==> config.mk <==
export PLATFORM = sky130hd
export DESIGN_NAME = hbs_front_flat
export DESIGN_NICKNAME = d
export VERILOG_FILES = /design/src/design/hbs_pkg.sv /design/src/design/hbs_if.sv /design/src/design/hbs_front.sv /design/src/flat_wrapper.sv
export SDC_FILE = /design/constraint.sdc
export NUM_CORES = 2
export LEC_CHECK = 0
export BUFFER_PORTS_ARGS = -buffer_cell sky130_fd_sc_hd__clkbuf_2
export CELL_PAD_IN_SITES_DETAIL_PLACEMENT = 1
export CELL_PAD_IN_SITES_GLOBAL_PLACEMENT = 2
export CORE_ASPECT_RATIO = 0.9
export CORE_MARGIN = 2
export CORE_UTILIZATION = 42
export DETAILED_ROUTE_END_ITERATION = 10
export HOLD_SLACK_MARGIN = 0.1
export PLACE_DENSITY = 0.85
export SKIP_LAST_GASP = 1
export SLEW_MARGIN = 20
export SYNTH_ARGS = -nofsm -noshare
export SYNTH_HDL_FRONTEND = slang
export SYNTH_SLANG_ARGS = --single-unit
export TNS_END_PERCENT = 10
==> constraint.sdc <==
create_clock -name clk -period 8.7 [get_ports clk]
set_input_delay 0.435 -clock clk [delete_from_list [all_inputs] [get_ports clk]]
set_output_delay 0.435 -clock clk [all_outputs]
set_load 0.02 [all_outputs]
==> src/design/hbs_pkg.sv <==
// Shared types, constants and helpers of the height grid bilinear sampler.
`timescale 1ns / 1ps
package hbs_pkg;

  localparam int MAX_WIDTH  = 256;
  localparam int MAX_DEPTH  = 256;
  localparam int GRID_CELLS = MAX_WIDTH * MAX_DEPTH;
  localparam int ADDR_W     = $clog2(GRID_CELLS);
  localparam int BANK_DEPTH = GRID_CELLS / 2;
  localparam int BANK_AW    = ADDR_W - 1;

  localparam int QDEPTH = 8;
  localparam int QPTR_W = $clog2(QDEPTH);
  localparam int QCNT_W = QPTR_W + 1;

  localparam int ODEPTH = 8;
  localparam int OPTR_W = $clog2(ODEPTH);
  localparam int OCNT_W = OPTR_W + 1;

  localparam logic [1:0] REG_GRID_WIDTH     = 2'd0;
  localparam logic [1:0] REG_GRID_DEPTH     = 2'd1;
  localparam logic [1:0] REG_INV_CELL_SCALE = 2'd2;

  localparam logic OP_WRITE  = 1'b0;
  localparam logic OP_SAMPLE = 1'b1;

  typedef struct packed {
    logic [8:0]  grid_width;
    logic [8:0]  grid_depth;
    logic [15:0] inv_cell_scale;
  } hbs_cfg_t;

  typedef struct packed {
    logic              sample;
    logic              we;
    logic [ADDR_W-1:0] addr;
    logic [15:0]       hval;
    logic [16:0]       w00;
    logic [16:0]       w10;
    logic [16:0]       w01;
    logic [16:0]       w11;
    logic              clamp;
  } hbs_task_t;

  typedef struct packed {
    logic [7:0] idx;
    logic [8:0] w;
    logic       clamp;
  } hbs_loc_t;

  function automatic logic [8:0] sat_size(input logic [8:0] v, input logic [8:0] maxv);
    logic [8:0] r;
    if (v < 9'd2) r = 9'd2;
    else if (v > maxv) r = maxv;
    else r = v;
    return r;
  endfunction

  // c: signed cell coordinate, f: fraction, size: cells in use
  function automatic hbs_loc_t locate(input logic signed [23:0] c, input logic [7:0] f,
                                      input logic [8:0] size);
    hbs_loc_t   r;
    logic [8:0] last;
    logic [8:0] two_less;
    last = size - 9'd1;
    two_less = size - 9'd2;
    if (c < 0) begin
      r.idx = 8'd0; r.w = 9'd0; r.clamp = 1'b1;
    end else if (c > $signed({15'd0, last}) || (c == $signed({15'd0, last}) && f != 8'd0)) begin
      r.idx = two_less[7:0]; r.w = 9'd256; r.clamp = 1'b1;
    end else if (c == $signed({15'd0, last})) begin
      r.idx = two_less[7:0]; r.w = 9'd256; r.clamp = 1'b0;
    end else begin
      r.idx = c[7:0]; r.w = {1'b0, f}; r.clamp = 1'b0;
    end
    return r;
  endfunction

endpackage

==> src/design/hbs_if.sv <==
// Channel interfaces: item input, result output, configuration write.
`timescale 1ns / 1ps
interface hbs_in_if;
  logic               valid;
  logic               ready;
  logic               op;
  logic [7:0]         cell_x;
  logic [7:0]         cell_z;
  logic signed [15:0] height_value;
  logic signed [23:0] sample_x;
  logic signed [23:0] sample_z;
  modport source (output valid, op, cell_x, cell_z, height_value, sample_x, sample_z,
                  input ready);
  modport sink (input valid, op, cell_x, cell_z, height_value, sample_x, sample_z,
                output ready);
endinterface


==> src/design/hbs_front.sv <==
// Front end: accepts words, scales and locates samples, forms addresses and weights.
`timescale 1ns / 1ps
module hbs_front (
  input  logic                    clk,
  input  logic                    rst_n,
  hbs_in_if.sink                  in_ch,
  input  hbs_pkg::hbs_cfg_t       cfg,
  input  logic [hbs_pkg::QCNT_W-1:0] q_cnt,
  output logic                    push,
  output hbs_pkg::hbs_task_t      push_task
);
  localparam int QCNT_W_L = hbs_pkg::QCNT_W + 1;

  logic               f1_v_r, f1_v_nxt;
  logic               f1_op_r;
  logic [7:0]         f1_x_r, f1_z_r;
  logic [15:0]        f1_h_r;
  logic signed [39:0] f1_px_r, f1_pz_r;
  logic signed [40:0] px_full, pz_full;

  logic               f2_v_r, f2_v_nxt;
  logic               f2_sample_r, f2_we_r, f2_clamp_r;
  logic [7:0]         f2_cx_r, f2_cz_r;
  logic [8:0]         f2_wx_r, f2_wz_r;
  logic [15:0]        f2_h_r;

  hbs_pkg::hbs_loc_t  loc_x, loc_z;
  logic               accept;
  logic [QCNT_W_L-1:0] occ;
  logic [16:0]        addr_full;
  logic [8:0]         iwx, iwz;

  assign occ = {1'b0, q_cnt} + QCNT_W_L'(f1_v_r) + QCNT_W_L'(f2_v_r);
  assign in_ch.ready = (occ < QCNT_W_L'(hbs_pkg::QDEPTH));
  assign accept = in_ch.valid && in_ch.ready;

  assign px_full = in_ch.sample_x * $signed({1'b0, cfg.inv_cell_scale});
  assign pz_full = in_ch.sample_z * $signed({1'b0, cfg.inv_cell_scale});

  assign f1_v_nxt = accept;
  assign f2_v_nxt = f1_v_r;

  always_ff @(posedge clk) begin
    if (!rst_n) begin
      f1_v_r <= 1'b0;
      f2_v_r <= 1'b0;
    end else begin
      f1_v_r <= f1_v_nxt;
      f2_v_r <= f2_v_nxt;
    end
  end

  always_ff @(posedge clk) begin
    if (accept) begin
      f1_op_r <= in_ch.op;
      f1_x_r  <= in_ch.cell_x;
      f1_z_r  <= in_ch.cell_z;
      f1_h_r  <= in_ch.height_value;
      f1_px_r <= px_full[39:0];
      f1_pz_r <= pz_full[39:0];
    end
  end

  assign loc_x = hbs_pkg::locate(f1_px_r[39:16], f1_px_r[15:8], cfg.grid_width);
  assign loc_z = hbs_pkg::locate(f1_pz_r[39:16], f1_pz_r[15:8], cfg.grid_depth);

  always_ff @(posedge clk) begin
    if (f1_v_r) begin
      f2_sample_r <= (f1_op_r == hbs_pkg::OP_SAMPLE);
      f2_h_r      <= f1_h_r;
      if (f1_op_r == hbs_pkg::OP_SAMPLE) begin
        f2_we_r    <= 1'b0;
        f2_cx_r    <= loc_x.idx;
        f2_cz_r    <= loc_z.idx;
        f2_wx_r    <= loc_x.w;
        f2_wz_r    <= loc_z.w;
        f2_clamp_r <= loc_x.clamp || loc_z.clamp;
      end else begin
        f2_we_r    <= ({1'b0, f1_x_r} < cfg.grid_width) && ({1'b0, f1_z_r} < cfg.grid_depth);
        f2_cx_r    <= f1_x_r;
        f2_cz_r    <= f1_z_r;
        f2_wx_r    <= 9'd0;
        f2_wz_r    <= 9'd0;
        f2_clamp_r <= 1'b0;
      end
    end
  end

  assign addr_full = ({9'd0, f2_cx_r} * {8'd0, cfg.grid_depth}) + {9'd0, f2_cz_r};
  assign iwx = 9'd256 - f2_wx_r;
  assign iwz = 9'd256 - f2_wz_r;

  assign push = f2_v_r;
  always_comb begin
    push_task.sample = f2_sample_r;
    push_task.we     = f2_we_r;
    push_task.addr   = addr_full[hbs_pkg::ADDR_W-1:0];
    push_task.hval   = f2_h_r;
    push_task.w00    = {8'd0, iwx} * {8'd0, iwz};
    push_task.w10    = {8'd0, f2_wx_r} * {8'd0, iwz};
    push_task.w01    = {8'd0, iwx} * {8'd0, f2_wz_r};
    push_task.w11    = {8'd0, f2_wx_r} * {8'd0, f2_wz_r};
    push_task.clamp  = f2_clamp_r;
  end
endmodule

==> src/flat_wrapper.sv <==
// flat-port wrapper written by rule: the top's interface ports become plain ports
module hbs_front_flat 
  (clk, rst_n, cfg, q_cnt, push, push_task, in_ch_valid, in_ch_op, in_ch_cell_x, in_ch_cell_z, in_ch_height_value, in_ch_sample_x, in_ch_sample_z, in_ch_ready);
  hbs_in_if in_ch_i ();
  input  logic clk;
  input  logic rst_n;
  input  hbs_pkg::hbs_cfg_t cfg;
  input  logic [hbs_pkg::QCNT_W-1:0] q_cnt;
  output logic push;
  output hbs_pkg::hbs_task_t push_task;
  input wire logic [$bits(in_ch_i.valid)-1:0] in_ch_valid;
  input wire logic [$bits(in_ch_i.op)-1:0] in_ch_op;
  input wire logic [$bits(in_ch_i.cell_x)-1:0] in_ch_cell_x;
  input wire logic [$bits(in_ch_i.cell_z)-1:0] in_ch_cell_z;
  input wire logic [$bits(in_ch_i.height_value)-1:0] in_ch_height_value;
  input wire logic [$bits(in_ch_i.sample_x)-1:0] in_ch_sample_x;
  input wire logic [$bits(in_ch_i.sample_z)-1:0] in_ch_sample_z;
  output wire logic [$bits(in_ch_i.ready)-1:0] in_ch_ready;
  assign in_ch_i.valid = in_ch_valid;
  assign in_ch_i.op = in_ch_op;
  assign in_ch_i.cell_x = in_ch_cell_x;
  assign in_ch_i.cell_z = in_ch_cell_z;
  assign in_ch_i.height_value = in_ch_height_value;
  assign in_ch_i.sample_x = in_ch_sample_x;
  assign in_ch_i.sample_z = in_ch_sample_z;
  assign in_ch_ready = in_ch_i.ready;
  hbs_front u_core (.clk(clk), .rst_n(rst_n), .in_ch(in_ch_i), .cfg(cfg), .q_cnt(q_cnt), .push(push), .push_task(push_task));
endmodule
==> summary by stage <==
Placed design
The total instance count after detailed placement is ~6500. The congestion estimate from routability-driven global placement came to around 0.84. The number of I/O port buffers is 226. In this run the cell area measured after placement is around 48000 sq um. Once detailed placement completed, the half-perimeter wirelength came to between 100000 and 150000 um.

Layout
At the end of the flow the core is filled with cells to 0.4560. The count of non-filler cells in the finished layout is 6530. The final instance area is around 49000 sq um. The share of layout cells above drive strength 1 is 0.06618. The synthesis-to-layout area growth is 7.624%. In the final design database the tool counted ~6600 nets. Counting the fill cells in the layout gives between 10000 and 15000.

Logic synthesis
The synthesized design contains approximately 150 register bits. The area of the mapped netlist is around 46000 sq um. Of the post-synthesis cell area, the dominant cell type holds 0.4333. The post-synthesis area per instance is just over 9 sq um. The sequential area share after synthesis is 0.09986. The async set-or-reset flop fraction in the synthesized netlist is 0. By area the synthesized netlist is led by sky130_fd_sc_hd__fa_1, sky130_fd_sc_hd__ha_1, sky130_fd_sc_hd__inv_1. By count the netlist is led by sky130_fd_sc_hd__inv_1, sky130_fd_sc_hd__fa_1, sky130_fd_sc_hd__nand2_1, sky130_fd_sc_hd__and2_1, sky130_fd_sc_hd__ha_1. The number of nets produced by synthesis is about 6500. The cell count after synthesis came out at between 4000 and 5000.

The count of cell types in the netlist is 65. Yosys instantiated no cell more often than sky130_fd_sc_hd__inv_1. The most used flip-flop cell after synthesis is sky130_fd_sc_hd__edfxtp_1. For this run, the number of Yosys warnings is 0.

The synthesized design contains 150 enable-type register cells. Of all cell types, the one taking the most synthesized area is sky130_fd_sc_hd__fa_1.

Floorplan
The core area is ~110000 sq um. The starting density of the core is 0.4237. The die outline height is 316.3 um. The die outline width is between 300 and 400 um. The floorplan has ~110 rows. The count of pins on the block boundary is about 230. The floorplan die area is between 100000 and 150000 sq um.

Worst hold path
The min-delay analysis places its worst path in the category in -> reg. The startpoint of the worst hold path is in_ch_op. The hold-critical path depth is 1. For hold timing, the worst endpoint is u_core.f1_op_r.

Global routing
The number of global-route vias before repair is around 37000. The global-route congestion overflow total is 0. The layer carrying the most global-route usage is met2. The aggregate global-route resource usage is 0.2368. In the global route stage, met3 resource usage came out at 0.03455. The met2 usage is 0.4195.

The first global-routing pass estimated 203500 um of wire. The maximum number of pins on one net before global-route repair is 55. In the global route stage, met1 resource usage came out at 0.3073. The initial antenna violation count came to 9.

CTS
The cell sitting at the root of the clock tree is a sky130_fd_sc_hd__clkbuf_16. The longest clock path from root to sink contains 2 buffers. Once the clock tree was built, the setup fixing pass inserted 0 buffers. The count of instances resized after the clock tree is built is 0. Clock-pin slew was measured on the worst setup and hold paths at approximately 70 ps. The number of hold buffers added after CTS is 24. The total clock sinks is approximately 150. The CTS tree is done. The latest clock arrival within the worst-skew pair is approximately 500 ps.

Counting the buffers created by CTS gives 17. The H-tree was split into 4 levels.

Detailed routing
The detailed router's first-iteration violation count is about 1300. The total vias in the final route is between 30000 and 40000. The total DRC errors in the routed layout is 0. In this run the remaining antenna-violating nets after routing total 0. After detailed routing, the number of vias per cell comes to between 4 and 5. The wire length per cell is about 19 um. The detailed-router iteration count before antenna repair is 4. The final layout contains routed wiring with a total length of ~120000 um.

Setup path
The worst setup path is launched from a flip-flop. In this run the worst path has a maximum fanout of 17. The endpoint of the lowest-slack register-to-register path is u_core.f2_cx_r[7].

The sort of element at the end of the critical path is an output pin. The number of cells on the worst reg-to-reg path is 6. The type of the setup path with the least slack is reg -> out. The startpoint identified for the worst register-to-register timing path is u_core.f1_px_r[39]. Setup slack on the worst reg-to-reg path comes out at 5250 ps. At the worst endpoint, the required time is roughly 8300 ps. The arrival time of data at the critical path endpoint is around 7000 ps.

Run status
The run finished with clean final reports.

Timing
The clock period minus final worst setup slack is 7456 ps. Between clock sinks in the finished design, the worst skew comes to about 14 ps. The max-slew violation count is 0. The post-route fraction of the period consumed by the critical path is 0.8570. The relative max-transition margin is 0.3084. Setup repair after global routing left no endpoint under its margin. The slew of the pin with the lowest slew margin is between 1000 and 1500 ps. For the final routed database, the setup TNS stands at 0 ps.

The achievable clock frequency is 134.1 MHz. The number of setup violations in the final report is 0. The hold violation total from the final report is 0.

Flow run
Max-cap violations in this run came to 0.
## how the worst max path moves through the flow
| stage | endpoint | from |
|---|---|---|
| floorplan | u_core.f1_px_r[38] | cfg[2] |
| global placement | u_core.f1_px_r[38] | cfg[2] |
| detailed placement | u_core.f1_px_r[38] | cfg[5] |
| CTS | push_task[67] | u_core.f2_wx_r[4] |
| global route | push_task[51] | u_core.f2_wz_r[1] |
| finish | push_task[51] | u_core.f2_wz_r[1] |
## sequential cells by signal (all words and copies together) (netlist names), 8 cells and up
signal	count
u_core.f1_x_r	8
u_core.f2_cz_r	8
u_core.f1_z_r	8
u_core.f2_wx_r	9
u_core.f2_wz_r	9
u_core.f2_cx_r	8
u_core.f1_pz_r	32
u_core.f1_h_r	16
u_core.f2_h_r	16
u_core.f1_px_r	32
## layer usage
layer  part of all wire  up-vias
met4              0.020       10
met5            0.00057        -
li1                   -    14850
met1               0.44    16880
met2               0.50      584
met3              0.044      137
## layout by cell type, fill, tap and decap left out, drive strengths merged, types with 21 or more instances in the layout
master / instances
edfxtp: 150
o21ai: 45
clkbuf: 243
inv: 1245
xor2: 29
nand2: 755
nor2: 134
a21oi: 65
buf: 56
xnor2: 141
dlygate4sd3: 24
nor3: 52
nor2b: 21
and3: 26
and2: 429
a21o: 45
o21a: 26
ha: 413
fa: 985
## worst max-delay path: stages (launching register included)
cell and delay [ps]:
sky130_fd_sc_hd__edfxtp_1 730, sky130_fd_sc_hd__inv_1 280, sky130_fd_sc_hd__ha_1 220, sky130_fd_sc_hd__nand2_1 90, sky130_fd_sc_hd__or3_1 350, sky130_fd_sc_hd__nor3_1 180, sky130_fd_sc_hd__xor2_1 170, sky130_fd_sc_hd__buf_4 260
sky130_fd_sc_hd__nand2_1 160, sky130_fd_sc_hd__fa_1 470, sky130_fd_sc_hd__fa_1 490, sky130_fd_sc_hd__inv_1 50, sky130_fd_sc_hd__fa_1 490, sky130_fd_sc_hd__fa_1 420, sky130_fd_sc_hd__ha_1 320, sky130_fd_sc_hd__a21boi_0 160
sky130_fd_sc_hd__o21ai_0 280, sky130_fd_sc_hd__a21boi_0 180, sky130_fd_sc_hd__o21ai_0 270, sky130_fd_sc_hd__a21oi_1 140, sky130_fd_sc_hd__o41ai_1 350, sky130_fd_sc_hd__xnor2_1 230, sky130_fd_sc_hd__clkbuf_2 230
## stage by stage
step	setup slack (ps)	hold slack, ps
6_report	1244	133.1
3_3_place_gp	1396	401.3
4_1_cts	1035	100.1
5_1_grt	717.8	104.0
3_5_place_dp	1226	405.7
2_1_floorplan	2041	400.3
## layout make-up
class,count,area [sq um],area share
multi-input cells,3347,35540,0.7257
inverters,1240,4654,0.09504
flip-flops and latches,152,4546,0.09281
well taps,1450,1814,0.03704
repair buffers,306,1792,0.03658
clock buffers,17,425.4,0.008686
clock inverters,15,196.4,0.004011
diodes,3,7.507,0.0001533
## logic make-up after synthesis
family / after synthesis / share of synthesized area
AO/OA/AOI/OAI: 292 / 0.04622
adder cells (fa/ha/maj): 1398 / 0.5469
flip-flops: 152 / 0.09986
XOR/XNOR: 170 / 0.03272
AND/OR/NAND/NOR: 1487 / 0.1545
buffers and inverters: 1447 / 0.1199
Power is not shown: default switching activity piles up to over one toggle a cycle in this logic, so the estimate is an artifact.
