**config.mk**
```make
export PLATFORM = sky130hd
export DESIGN_NAME = hbs_queue
export DESIGN_NICKNAME = d
export VERILOG_FILES = /design/src/design/hbs_pkg.sv /design/src/design/hbs_queue.sv
export SDC_FILE = /design/constraint.sdc
export NUM_CORES = 1
export LEC_CHECK = 0
export ABC_AREA = 1
export BUFFER_PORTS_ARGS = -buffer_cell sky130_fd_sc_hd__buf_2
export CORE_MARGIN = 2
export CORE_UTILIZATION = 45
export CTS_CLUSTER_DIAMETER = 100
export DETAILED_ROUTE_END_ITERATION = 6
export SLEW_MARGIN = 10
export SYNTH_ARGS = -nofsm -noshare
export SYNTH_HDL_FRONTEND = slang
export SYNTH_SLANG_ARGS = --single-unit
```
**constraint.sdc**
```tcl
create_clock -name clk -period 10.1 [get_ports clk]
set_clock_uncertainty 0.1 [all_clocks]
set_input_delay 2.02 -clock clk [delete_from_list [all_inputs] [get_ports clk]]
set_output_delay 2.02 -clock clk [all_outputs]
set_load 0.01 [all_outputs]
```
**src/design/hbs_pkg.sv**
```systemverilog
// Shared types, constants and helpers of the height grid bilinear sampler.
`timescale 1ns / 1ps
package hbs_pkg;

  localparam int MAX_WIDTH  = 256;
  localparam int MAX_DEPTH  = 256;
  localparam int GRID_CELLS = MAX_WIDTH * MAX_DEPTH;
  localparam int ADDR_W     = $clog2(GRID_CELLS);
  localparam int BANK_DEPTH = GRID_CELLS / 2;
  localparam int BANK_AW    = ADDR_W - 1;

  localparam int QDEPTH = 8;
  localparam int QPTR_W = $clog2(QDEPTH);
  localparam int QCNT_W = QPTR_W + 1;

  localparam int ODEPTH = 8;
  localparam int OPTR_W = $clog2(ODEPTH);
  localparam int OCNT_W = OPTR_W + 1;

  localparam logic [1:0] REG_GRID_WIDTH     = 2'd0;
  localparam logic [1:0] REG_GRID_DEPTH     = 2'd1;
  localparam logic [1:0] REG_INV_CELL_SCALE = 2'd2;

  localparam logic OP_WRITE  = 1'b0;
  localparam logic OP_SAMPLE = 1'b1;

  typedef struct packed {
    logic [8:0]  grid_width;
    logic [8:0]  grid_depth;
    logic [15:0] inv_cell_scale;
  } hbs_cfg_t;

  typedef struct packed {
    logic              sample;
    logic              we;
    logic [ADDR_W-1:0] addr;
    logic [15:0]       hval;
    logic [16:0]       w00;
    logic [16:0]       w10;
    logic [16:0]       w01;
    logic [16:0]       w11;
    logic              clamp;
  } hbs_task_t;

  typedef struct packed {
    logic [7:0] idx;
    logic [8:0] w;
    logic       clamp;
  } hbs_loc_t;

  function automatic logic [8:0] sat_size(input logic [8:0] v, input logic [8:0] maxv);
    logic [8:0] r;
    if (v < 9'd2) r = 9'd2;
    else if (v > maxv) r = maxv;
    else r = v;
    return r;
  endfunction

  // c: signed cell coordinate, f: fraction, size: cells in use
  function automatic hbs_loc_t locate(input logic signed [23:0] c, input logic [7:0] f,
                                      input logic [8:0] size);
    hbs_loc_t   r;
    logic [8:0] last;
    logic [8:0] two_less;
    last = size - 9'd1;
    two_less = size - 9'd2;
    if (c < 0) begin
      r.idx = 8'd0; r.w = 9'd0; r.clamp = 1'b1;
    end else if (c > $signed({15'd0, last}) || (c == $signed({15'd0, last}) && f != 8'd0)) begin
      r.idx = two_less[7:0]; r.w = 9'd256; r.clamp = 1'b1;
    end else if (c == $signed({15'd0, last})) begin
      r.idx = two_less[7:0]; r.w = 9'd256; r.clamp = 1'b0;
    end else begin
      r.idx = c[7:0]; r.w = {1'b0, f}; r.clamp = 1'b0;
    end
    return r;
  endfunction

endpackage

```
**src/design/hbs_queue.sv**
```systemverilog
// Task queue between front end and back end.
`timescale 1ns / 1ps
module hbs_queue (
  input  logic                       clk,
  input  logic                       rst_n,
  input  logic                       push,
  input  hbs_pkg::hbs_task_t         push_task,
  input  logic                       pop,
  output hbs_pkg::hbs_task_t         head,
  output logic [hbs_pkg::QCNT_W-1:0] cnt
);
  hbs_pkg::hbs_task_t               mem_r [hbs_pkg::QDEPTH];
  logic [hbs_pkg::QPTR_W-1:0]       wp_r, wp_nxt, rp_r, rp_nxt;
  logic [hbs_pkg::QCNT_W-1:0]       cnt_r, cnt_nxt;

  assign wp_nxt  = push ? wp_r + 1'b1 : wp_r;
  assign rp_nxt  = pop ? rp_r + 1'b1 : rp_r;
  assign cnt_nxt = cnt_r + hbs_pkg::QCNT_W'(push) - hbs_pkg::QCNT_W'(pop);

  always_ff @(posedge clk) begin
    if (!rst_n) begin
      wp_r  <= '0;
      rp_r  <= '0;
      cnt_r <= '0;
    end else begin
      wp_r  <= wp_nxt;
      rp_r  <= rp_nxt;
      cnt_r <= cnt_nxt;
    end
  end

  always_ff @(posedge clk) begin
    if (push) mem_r[wp_r] <= push_task;
  end

  assign head = mem_r[rp_r];
  assign cnt  = cnt_r;
endmodule

```
==> results of run 1 <==
==> per-stage QoR <==
step                      total power [W]  setup slack, ps
after global routing              0.00812             3620
final                             0.00780             3880
after global placement            0.00480             4520
after detailed placement          0.00481             4520
after floorplan                   0.00454             2760
after CTS                         0.00789             3830
==> sequential cells by signal, summed over array words and instances (netlist names), named ones only <==
| signal | count |
|---|---|
| wp_r | 3 |
| cnt | 4 |
| rp_r | 3 |
| mem_r | 824 |
==> Yosys cell counts <==
cell type,instances
a21oi_1,7
buf_1,9
buf_2,83
buf_4,18
buf_6,31
buf_8,1
clkbuf_1,17
dfxtp_1,13
edfxtp_1,824
fa_1,1
ha_1,6
inv_1,839
inv_4,2
nand2_1,1354
nand3_1,414
nor2_1,14
o21ai_0,4
or2_2,2
xnor2_1,1
==> layout make-up <==
type,count,share of cell area (%)
well taps,1060,3.23
diodes,6,0.0366
inverters,841,7.76
clock inverters,40,0.857
multi-input cells,1803,18.1
flip-flops and latches,837,61.0
repair buffers,242,3.19
clock buffers,118,5.80
==> cells by family (layout without fill, tap and decap cells) <==
family | after synthesis | in the layout
DFF | 837 | 837
and+or+nand+nor | 1784 | 1784
AOI/OAI and AO/OA | 11 | 11
other | 0 | 6
adders and majority gates | 7 | 7
buffers and inverters | 1000 | 1241
xor gates and xnor gates | 1 | 1
==> metal layers <==
metal	up-vias	GRT usage [%]
li1	11700	-
met3	136	3.74
met1	10900	26.9
met4	22	5.59
met5	-	0
met2	491	33.3
==> worst max-delay path, delay by kind of cell (launching register included) <==
family / cells / cell delay [ps]
flops: 1 / 810
buf+inv: 3 / 1780
simple gates: 5 / 570
==> power breakdown <==
group	internal [W]	switching [W]	total, W
registers	0.00390	0.0000373	0.00394
clock network	0.00178	0.00130	0.00308
logic	0.000238	0.000543	0.000781
==> layout by cell type (no fill, tap or decap), drive strengths merged <==
cell / Yosys / final
nand2: 1354 / 1354
inv: 841 / 845
edfxtp: 824 / 824
nand3: 414 / 414
buf: 142 / 242
clkbuf: 17 / 118
clkinv: 0 / 31
nor2: 14 / 14
dfxtp: 13 / 13
a21oi: 7 / 7
diode: 0 / 6
ha: 6 / 6
bufinv: 0 / 5
o21ai: 4 / 4
or2: 2 / 2
xnor2: 1 / 1
fa: 1 / 1
==> worst max path at each step <==
stage / slack, ps / from / to
2_1_floorplan: 2760 / push / mem_r[0][0]
3_3_place_gp: 4520 / flop / head[76]
3_5_place_dp: 4520 / flop / head[74]
4_1_cts: 3830 / flop / head[74]
5_1_grt: 3620 / flop / head[76]
6_report: 3880 / flop / head[74]
==> metrics.txt, run 1 <==
status=completed; register cell area after layout=25000 um^2; top cell type's share of synthesized area=67.7%; CTS max path bufs=3; dominant cells by area after synthesis=edfxtp_1 (68%), nand2_1 (14%), inv_1 (8.6%), nand3_1 (5.7%), buf_2 (1.1%); initial antenna violation count=14; share of cells above drive strength 1=9.66%; Pre-antenna DRT Iters=7; Startpoint Class=flop; buffers added on ports=approximately 210; detailed placement HPWL=~41000 um; highest routed layer=met5; Design Area, Final=41000 um^2; post-CTS sizing=0; Tot GR Track Use=20.0%; Synth area leader=edfxtp_1; largest family of logic cells by synthesized area=simple AND/OR/NAND/NOR gates; core area=a little over 80000 um^2; WL met3=between 4000 and 5000 um; Final period util=approximately three fifths; mux share of post-synthesis cell area=0%; hold_buf cts=0; Worst Path Arrival=4100 ps; TNS Setup=0 ps; CTS tree=done; Synth Area in XOR/XNOR=less than 1%; #FFs+latches synth=837; Post-Place Cells=approximately 4.8k; I/O Pins=around 210; GP Congestion=0.738; Synth Area in Compound Gates=0.151%; Worst-Skew Late Latency=~630 ps; Die X=between 200 and 300 um; placed cell areas=38300 um^2; first-iteration detailed-routing DRC count=~1.5k; met2 WL=~39000 um; largest net degree at the start of global routing=between 200 and 250; footprint of the multi-input gates=~7400 um^2; worst hold slack=398 ps; CP Class=flop to output pin; CP max-delay cell=clkinv_8; r2r setup slk=7100 ps; Syn Area/Cell=approximately 10 um^2; clock root buffer=clkbuf_16; max-cap violation count=0; pwr dens=around 190 nW/um^2; Hold Crit Depth=2; Max Freq=roughly 0.16 GHz; H-tree Lvls=3; Worst-path clk slew=60 ps; Post-Syn Area=between 30000 and 40000 um^2; required time of the critical path=around 8000 ps; CTS Sinks=~840; Fillers=approximately 7.2k; Final setup viols=0; Synth Area in Adders=less than 1%; Hold Path Class=flop to flop; Worst path max stage delay=just under 900 ps; reg-to-reg endpoint=mem_r[4][65]; Fin. Hold Viols=0; Yosys cell types=19; RSZ-0062 raised after global routing=no; die footprint=between 80000 and 90000 um^2; Simple-Gate Fraction of Synth Area=just under 20%; synth warn=0; via count=approximately 23k; wire length per cell=around 17 um; CP dominant cell by count=nand2_1; Post-Syn Nets=3754; hold path endpoint=wp_r[0]; Peak supply drop=between 0.1 and 0.15 mV; worst-path fanout max=approximately 230; leakage dissipation=around 19 nW; worst slew pin tran=about 1100 ps; vias in the first global route=22.1k; first-pass GRT wire length=127000 um; Layout Cells excl Fill=around 4.9k; Via-to-Cell Ratio=around 4.7; Num CTS Buffers=89; Cell Rows=about 100; initial core utilization=between 40% and 50%; Final nets=3928; Cells after Synth=roughly 3.6k; Reg2Reg Depth=4; Hold Startpoint=wp_r[0]; # DRC=0; worst r2r src=wp_r[0]; final core utilization=approximately half; GRT Residual Overflow=0; Die H=roughly 290 um; Final Max Slew Viols=0; final wirelength=about 83000 um; Rel. slew slack=25.3%; setup repair bufs after CTS=0; Tmin final=around 6200 ps; Final ANT Viol Nets=0; CP endpoint kind=output pin; met1 wire length=roughly 37000 um; Seq/Total Area, Yosys=a little under 70%; Syn-to-layout area delta=12.2%; worst path cell trace=clkinv_8 -> buf_4 -> nand2_1 -> nand3_1 -> nand2_1 -> nand2_1 -> nand2_1 -> buf_2
Note: power is estimated with default switching activity, not from simulation.
==> inputs of run 2 (changes only) <==
==> constraint.sdc (replaced) <==
create_clock -name clk -period 5 [get_ports clk]
set_clock_uncertainty 0.1 [all_clocks]
set_input_delay 1 -clock clk [delete_from_list [all_inputs] [get_ports clk]]
set_output_delay 1 -clock clk [all_outputs]
set_load 0.01 [all_outputs]
==> run 2 against run 1 <==
  * Register-to-register slack worse by 4500 ps
  * Core utilization up 0.44 points
  * Via count grew 0.38%
  * Clock-buffer cell count decreased by 6
  * Power up 100%
  * First-iteration DRC count rose by 1.3%
  * Critical path depth did not move
  * Global-route usage grew 0.24 points
  * Clock power is 110% higher
  * Critical path type unchanged
  * Largest power group unchanged
==> metrics.txt, run 2 (synthesized netlist as in run 1, its figures left out) <==
GRT Residual Overflow=0 (unchanged); CP dominant cell by count=nand2_1; Num CTS Buffers=90 (+1.1%); final core utilization=51.4% (+0.44 points); Final period util=~84%; Worst path max stage delay=740 ps (-140 ps); Hold Path Class=flop to flop; setup repair bufs after CTS=0 (unchanged); first-iteration detailed-routing DRC count=1516 (+1.3%); status=completed; most frequent cells in the layout=nand2_1 (1354), inv_1 (838), edfxtp_1 (824); hold_buf cts=0 (unchanged); worst r2r src=wp_r[0]; core area=80400 um^2 (unchanged); Startpoint Class=flop; Die H=289 um (unchanged); leakage dissipation=19.0 nW (+0.76%); CTS tree=done; wire length per cell=16.8 um (+0.34%); clock root buffer=clkbuf_16; Hold Startpoint=wp_r[0]; Reg2Reg Depth=3 (-1); Final nets=3936 (+0.20%); Largest register FFs=824 (unchanged); TNS Setup=0 ps (unchanged); Largest Register=mem_r; RSZ-0062 raised after global routing=no; via count=23.3k (+0.38%); Peak supply drop=0.283 mV (+140%); Tmin final=4210 ps; r2r setup slk=2630 ps (-4470 ps); post-CTS sizing=0 (unchanged); Max Freq=roughly 0.24 GHz; delay-heaviest family, CP=buffers and inverters; GP Congestion=0.747 (+1.3%); max-cap violation count=0 (unchanged); Tot GR Track Use=20.2% (+0.24 points); initial core utilization=45.5% (unchanged); CP endpoint kind=output pin; Worst-Skew Late Latency=610 ps (-20 ps); vias in the first global route=22.6k (+1.9%); initial antenna violation count=17 (+3); Placement Setup Slack=1410 ps (-3110 ps); share of cells above drive strength 1=10.1% (+0.46 points); I/O Pins=214 (unchanged); Final WS setup=793 ps (-3080 ps); Via-to-Cell Ratio=4.70 (about the same); first-pass GRT wire length=129000 um (+1.4%); CP Class=flop to output pin; Worst-path clk slew=60 ps (about the same); Hold Crit Depth=2 (unchanged); commonest non-fill, non-tap cell in the layout=nand2_1; hold path endpoint=wp_r[0]; Rel. slew slack=31.0% (+5.7 points); CP Buf/Inv Count=3 (unchanged); worst-path fanout max=178 (-22%); post-route total power=0.0159 W (+100%); Fillers=7207 (-0.11%); largest net degree at the start of global routing=179 (-22%); H-tree Lvls=3 (unchanged); Final Max Slew Viols=0 (unchanged); Fin. Hold Viols=0 (unchanged); worst path cell trace=buf_12 -> buf_4 -> nand2_1 -> nand3_1 -> nand2_1 -> nand2_1 -> nand2_1 -> buf_2; Pre-antenna DRT Iters=5 (-2); buffers added on ports=213 (unchanged); Worst Path Arrival=3110 ps (-990 ps); CTS Sinks=837 (unchanged); # DRC=0 (unchanged); CP max-delay cell=buf_4; die footprint=83500 um^2 (unchanged); Die X=289 um (unchanged); worst slew pin tran=1040 ps (-85.6 ps); Cell Rows=104 (unchanged); final wirelength=83500 um (+0.63%); required time of the critical path=3900 ps (-4080 ps); CTS max path bufs=3 (unchanged); Final setup viols=0 (unchanged); detailed placement HPWL=41700 um (+1.7%); pwr dens=385 nW/um^2 (+100%); reg-to-reg endpoint=mem_r[0][64]; Final ANT Viol Nets=0 (unchanged); Syn-to-layout area delta=13.2%
[run 2: cell count changes in the layout (fill, tap and decap cells not counted), sizes merged]
cell	before	now
inv	845	840
bufinv	5	6
diode	6	9
clkinvlp	0	3
buf	242	249
clkinv	31	42
clkbuf	118	112
[run 2: metal layers]
metal	vias up	GRT usage (%)	wire length, um
met4	22	5.40	1560
met1	10900	27.9	37100
met2	576	32.8	38800
met5	-	0	147
li1	11700	-	-
met3	124	4.06	5870
[run 2: cell type report]
class	instances	area, um^2	area share [%]
inverters	841	3180	7.69
multi-input cells	1803	7440	18.0
clock buffers	112	2420	5.85
flip-flops and latches	837	25000	60.5
diodes	9	22.5	0.0544
well taps	1060	1330	3.21
clock inverters	50	404	0.977
repair buffers	249	1560	3.77
[run 2: how the worst max path moves through the flow]
| stage | endpoint | depth (start not counted) | slack, ps | from |
|---|---|---|---|---|
| after floorplan | mem_r[0][0] | 3 | -1320 | push |
| after global placement | head[56] | 8 | 1450 | flop |
| after detailed placement | head[43] | 8 | 1410 | flop |
| after CTS | head[43] | 8 | 720 | flop |
| after global routing | head[41] | 8 | 490 | flop |
| final | head[41] | 8 | 790 | flop |
[run 2: tightest hold or removal path, stage by stage, from the launching register on]
cell     delay (ps)
dfxtp_1         330
nand2_1          70
a21oi_1          50
[run 2: report_power, final]
| group | leakage, nW | switching [W] | internal, W | total [W] |
|---|---|---|---|---|
| Sequential | 7.59 | 0.0000421 | 0.00788 | 0.00792 |
| Clock | 1.39 | 0.00265 | 0.00373 | 0.00638 |
| Combinational | 10.0 | 0.00114 | 0.000495 | 0.00163 |
| Total | 19.0 | 0.00383 | 0.0121 | 0.0159 |
[run 2: stage by stage]
stage	cells	hold slack, ps	cell area (um^2)
detailed placement	4790	388	38500
global placement	4790	384	38500
finish	4961	398	41400
floorplan	3640	369	36600
CTS	4952	402	41300
global route	4955	418	41400
==> inputs of run 3 (changes only) <==
==> constraint.sdc (replaced) <==
create_clock -name clk -period 3.4 [get_ports clk]
set_clock_uncertainty 0.1 [all_clocks]
set_input_delay 0.68 -clock clk [delete_from_list [all_inputs] [get_ports clk]]
set_output_delay 0.68 -clock clk [all_outputs]
set_load 0.01 [all_outputs]
==> run 3 against run 2 <==
  * Non-clock buffer count rose by 23
  * Register-to-register slack got worse by 1200 ps
  * Die area did not move
  * Largest cell class unchanged
  * First-iteration DRC count barely moved
  * Hold slack got worse by 180 ps
  * Final cell count rose by 0.56%
  * Global-route usage fell by 0.31 points
  * Flip-flop and latch count did not move
==> metrics.txt, run 3 (synthesized netlist as in run 1, its figures left out) <==
required time of the critical path=2620 ps (-1280 ps); CP max-delay cell=dfxtp_4; Final nets=3960 (+0.61%); worst hold slack=213 ps (-185 ps); Via-to-Cell Ratio=4.68 (-0.45%); Cell Rows=104 (unchanged); I/O Pins=214 (unchanged); die footprint=83500 um^2 (unchanged); TNS Setup=0 ps (unchanged); Die X=289 um (unchanged); leakage dissipation=19.2 nW (+0.86%); most frequent cells in the layout=nand2_1 (1354), inv_1 (838), edfxtp_1 (824); GRT Residual Overflow=0 (unchanged); initial core utilization=45.5% (unchanged); # DRC=0 (unchanged); vias in the first global route=22.3k (-1.1%); CP dominant cell by count=nand2_1; Max Freq=0.312 GHz; Pre-antenna DRT Iters=5 (unchanged); clock root buffer=clkbuf_16; Worst Path Arrival=2420 ps (-690 ps); GP Congestion=0.731 (-2.2%); CP Class=flop to output pin; setup repair bufs after CTS=0 (unchanged); H-tree Lvls=3 (unchanged); CP endpoint kind=output pin; final core utilization=51.9% (+0.44 points); Fin. Hold Viols=0 (unchanged); core area=80400 um^2 (unchanged); Fillers=7155 (-0.72%); Syn-to-layout area delta=14.1%; worst-path fanout max=88 (-51%); largest net degree at the start of global routing=187 (+4.5%); post-CTS sizing=0 (unchanged); worst slew pin tran=920 ps (-115 ps); Final Max Slew Viols=0 (unchanged); Peak supply drop=0.404 mV (+43%); CTS tree=done; Worst-Skew Late Latency=620 ps (about the same); max-cap violation count=0 (unchanged); buffers added on ports=213 (unchanged); initial antenna violation count=18 (+1); Tmin final=~3200 ps; Hold Path Class=primary input to flop; Final period util=a little over nine tenths; Rel. slew slack=38.6% (+7.7 points); share of cells above drive strength 1=10.5% (+0.36 points); Final setup viols=0 (unchanged); CTS max path bufs=3 (unchanged); first-pass GRT wire length=127000 um (-1.2%); Largest register FFs=824 (unchanged); Largest Register=mem_r; RSZ-0062 raised after global routing=no; Final ANT Viol Nets=0 (unchanged); pwr dens=560 nW/um^2 (+45%); Num CTS Buffers=91 (+1.1%); Worst path max stage delay=430 ps (-310 ps); Worst-path clk slew=60 ps (about the same); worst path cell trace=clkinv_8 -> buf_12 -> nand2_1 -> nand3_1 -> nand2_1 -> nand2_1 -> nand2_1 -> buf_2; via count=23.4k (+0.12%); commonest non-fill, non-tap cell in the layout=nand2_1; final wirelength=83000 um (-0.55%); Startpoint Class=flop; first-iteration detailed-routing DRC count=1517 (+0.066%); wire length per cell=16.6 um (-1.1%); Die H=289 um (unchanged); Tot GR Track Use=19.9% (-0.31 points); CTS Sinks=837 (unchanged); hold_buf cts=0 (unchanged); detailed placement HPWL=44300 um (+6.3%); status=completed
==> run 3: path summary, 6_finish.rpt <==
kind,cells after the start,start,slack (ps),endpoint
worst min register to register,2,wp_r[0],400,wp_r[0]
worst min-delay path,1,push_task[35],210,mem_r[6][35]
worst max register to register,3,wp_r[0],1420,mem_r[2][91]
worst max-delay path,8,flop,200,head[16]
==> run 3: where the power goes <==
| group | switching (W) | internal, W |
|---|---|---|
| sequential | 0.0000708 | 0.0116 |
| combinational | 0.00168 | 0.000771 |
| clock | 0.00395 | 0.00531 |
| total | 0.00570 | 0.0177 |
==> run 3: critical path, delay by kind of cell (launching register included) <==
family	cells	cell delay (ps)
DFF	1	430
buffers and inverters	3	860
and+or+nand+nor	5	470
==> run 3: area by class of cell <==
type | count | area [um^2] | area share (%)
Antenna cell | 9 | 22.5 | 0.0540
Multi-Input combinational cell | 1803 | 7440 | 17.8
Tap cell | 1060 | 1330 | 3.18
Clock buffer | 114 | 2410 | 5.77
Clock inverter | 53 | 379 | 0.909
Sequential cell | 837 | 25000 | 60.0
Inverter | 841 | 3180 | 7.63
Timing Repair Buffer | 272 | 1950 | 4.68
==> run 3: through the flow <==
stage	area [um^2]	total power, W	setup slack [ps]	std cells
6_report	41700	0.0234	196	4989
4_1_cts	41700	0.0236	110	4980
5_1_grt	41700	0.0243	0.774	4985
2_1_floorplan	36600	0.0135	-882	3640
3_3_place_gp	38900	0.0143	799	4813
3_5_place_dp	38900	0.0144	795	4813
==> run 3: metal layers <==
layer  vias to the layer above  global-route usage [%]  share of wire (%)
met5                         -                       0               0.13
met4                        18                    5.22                1.6
met3                       110                    3.33                5.0
met2                       437                    32.9                 47
met1                     11100                    27.4                 46
li1                      11700                       -                  -
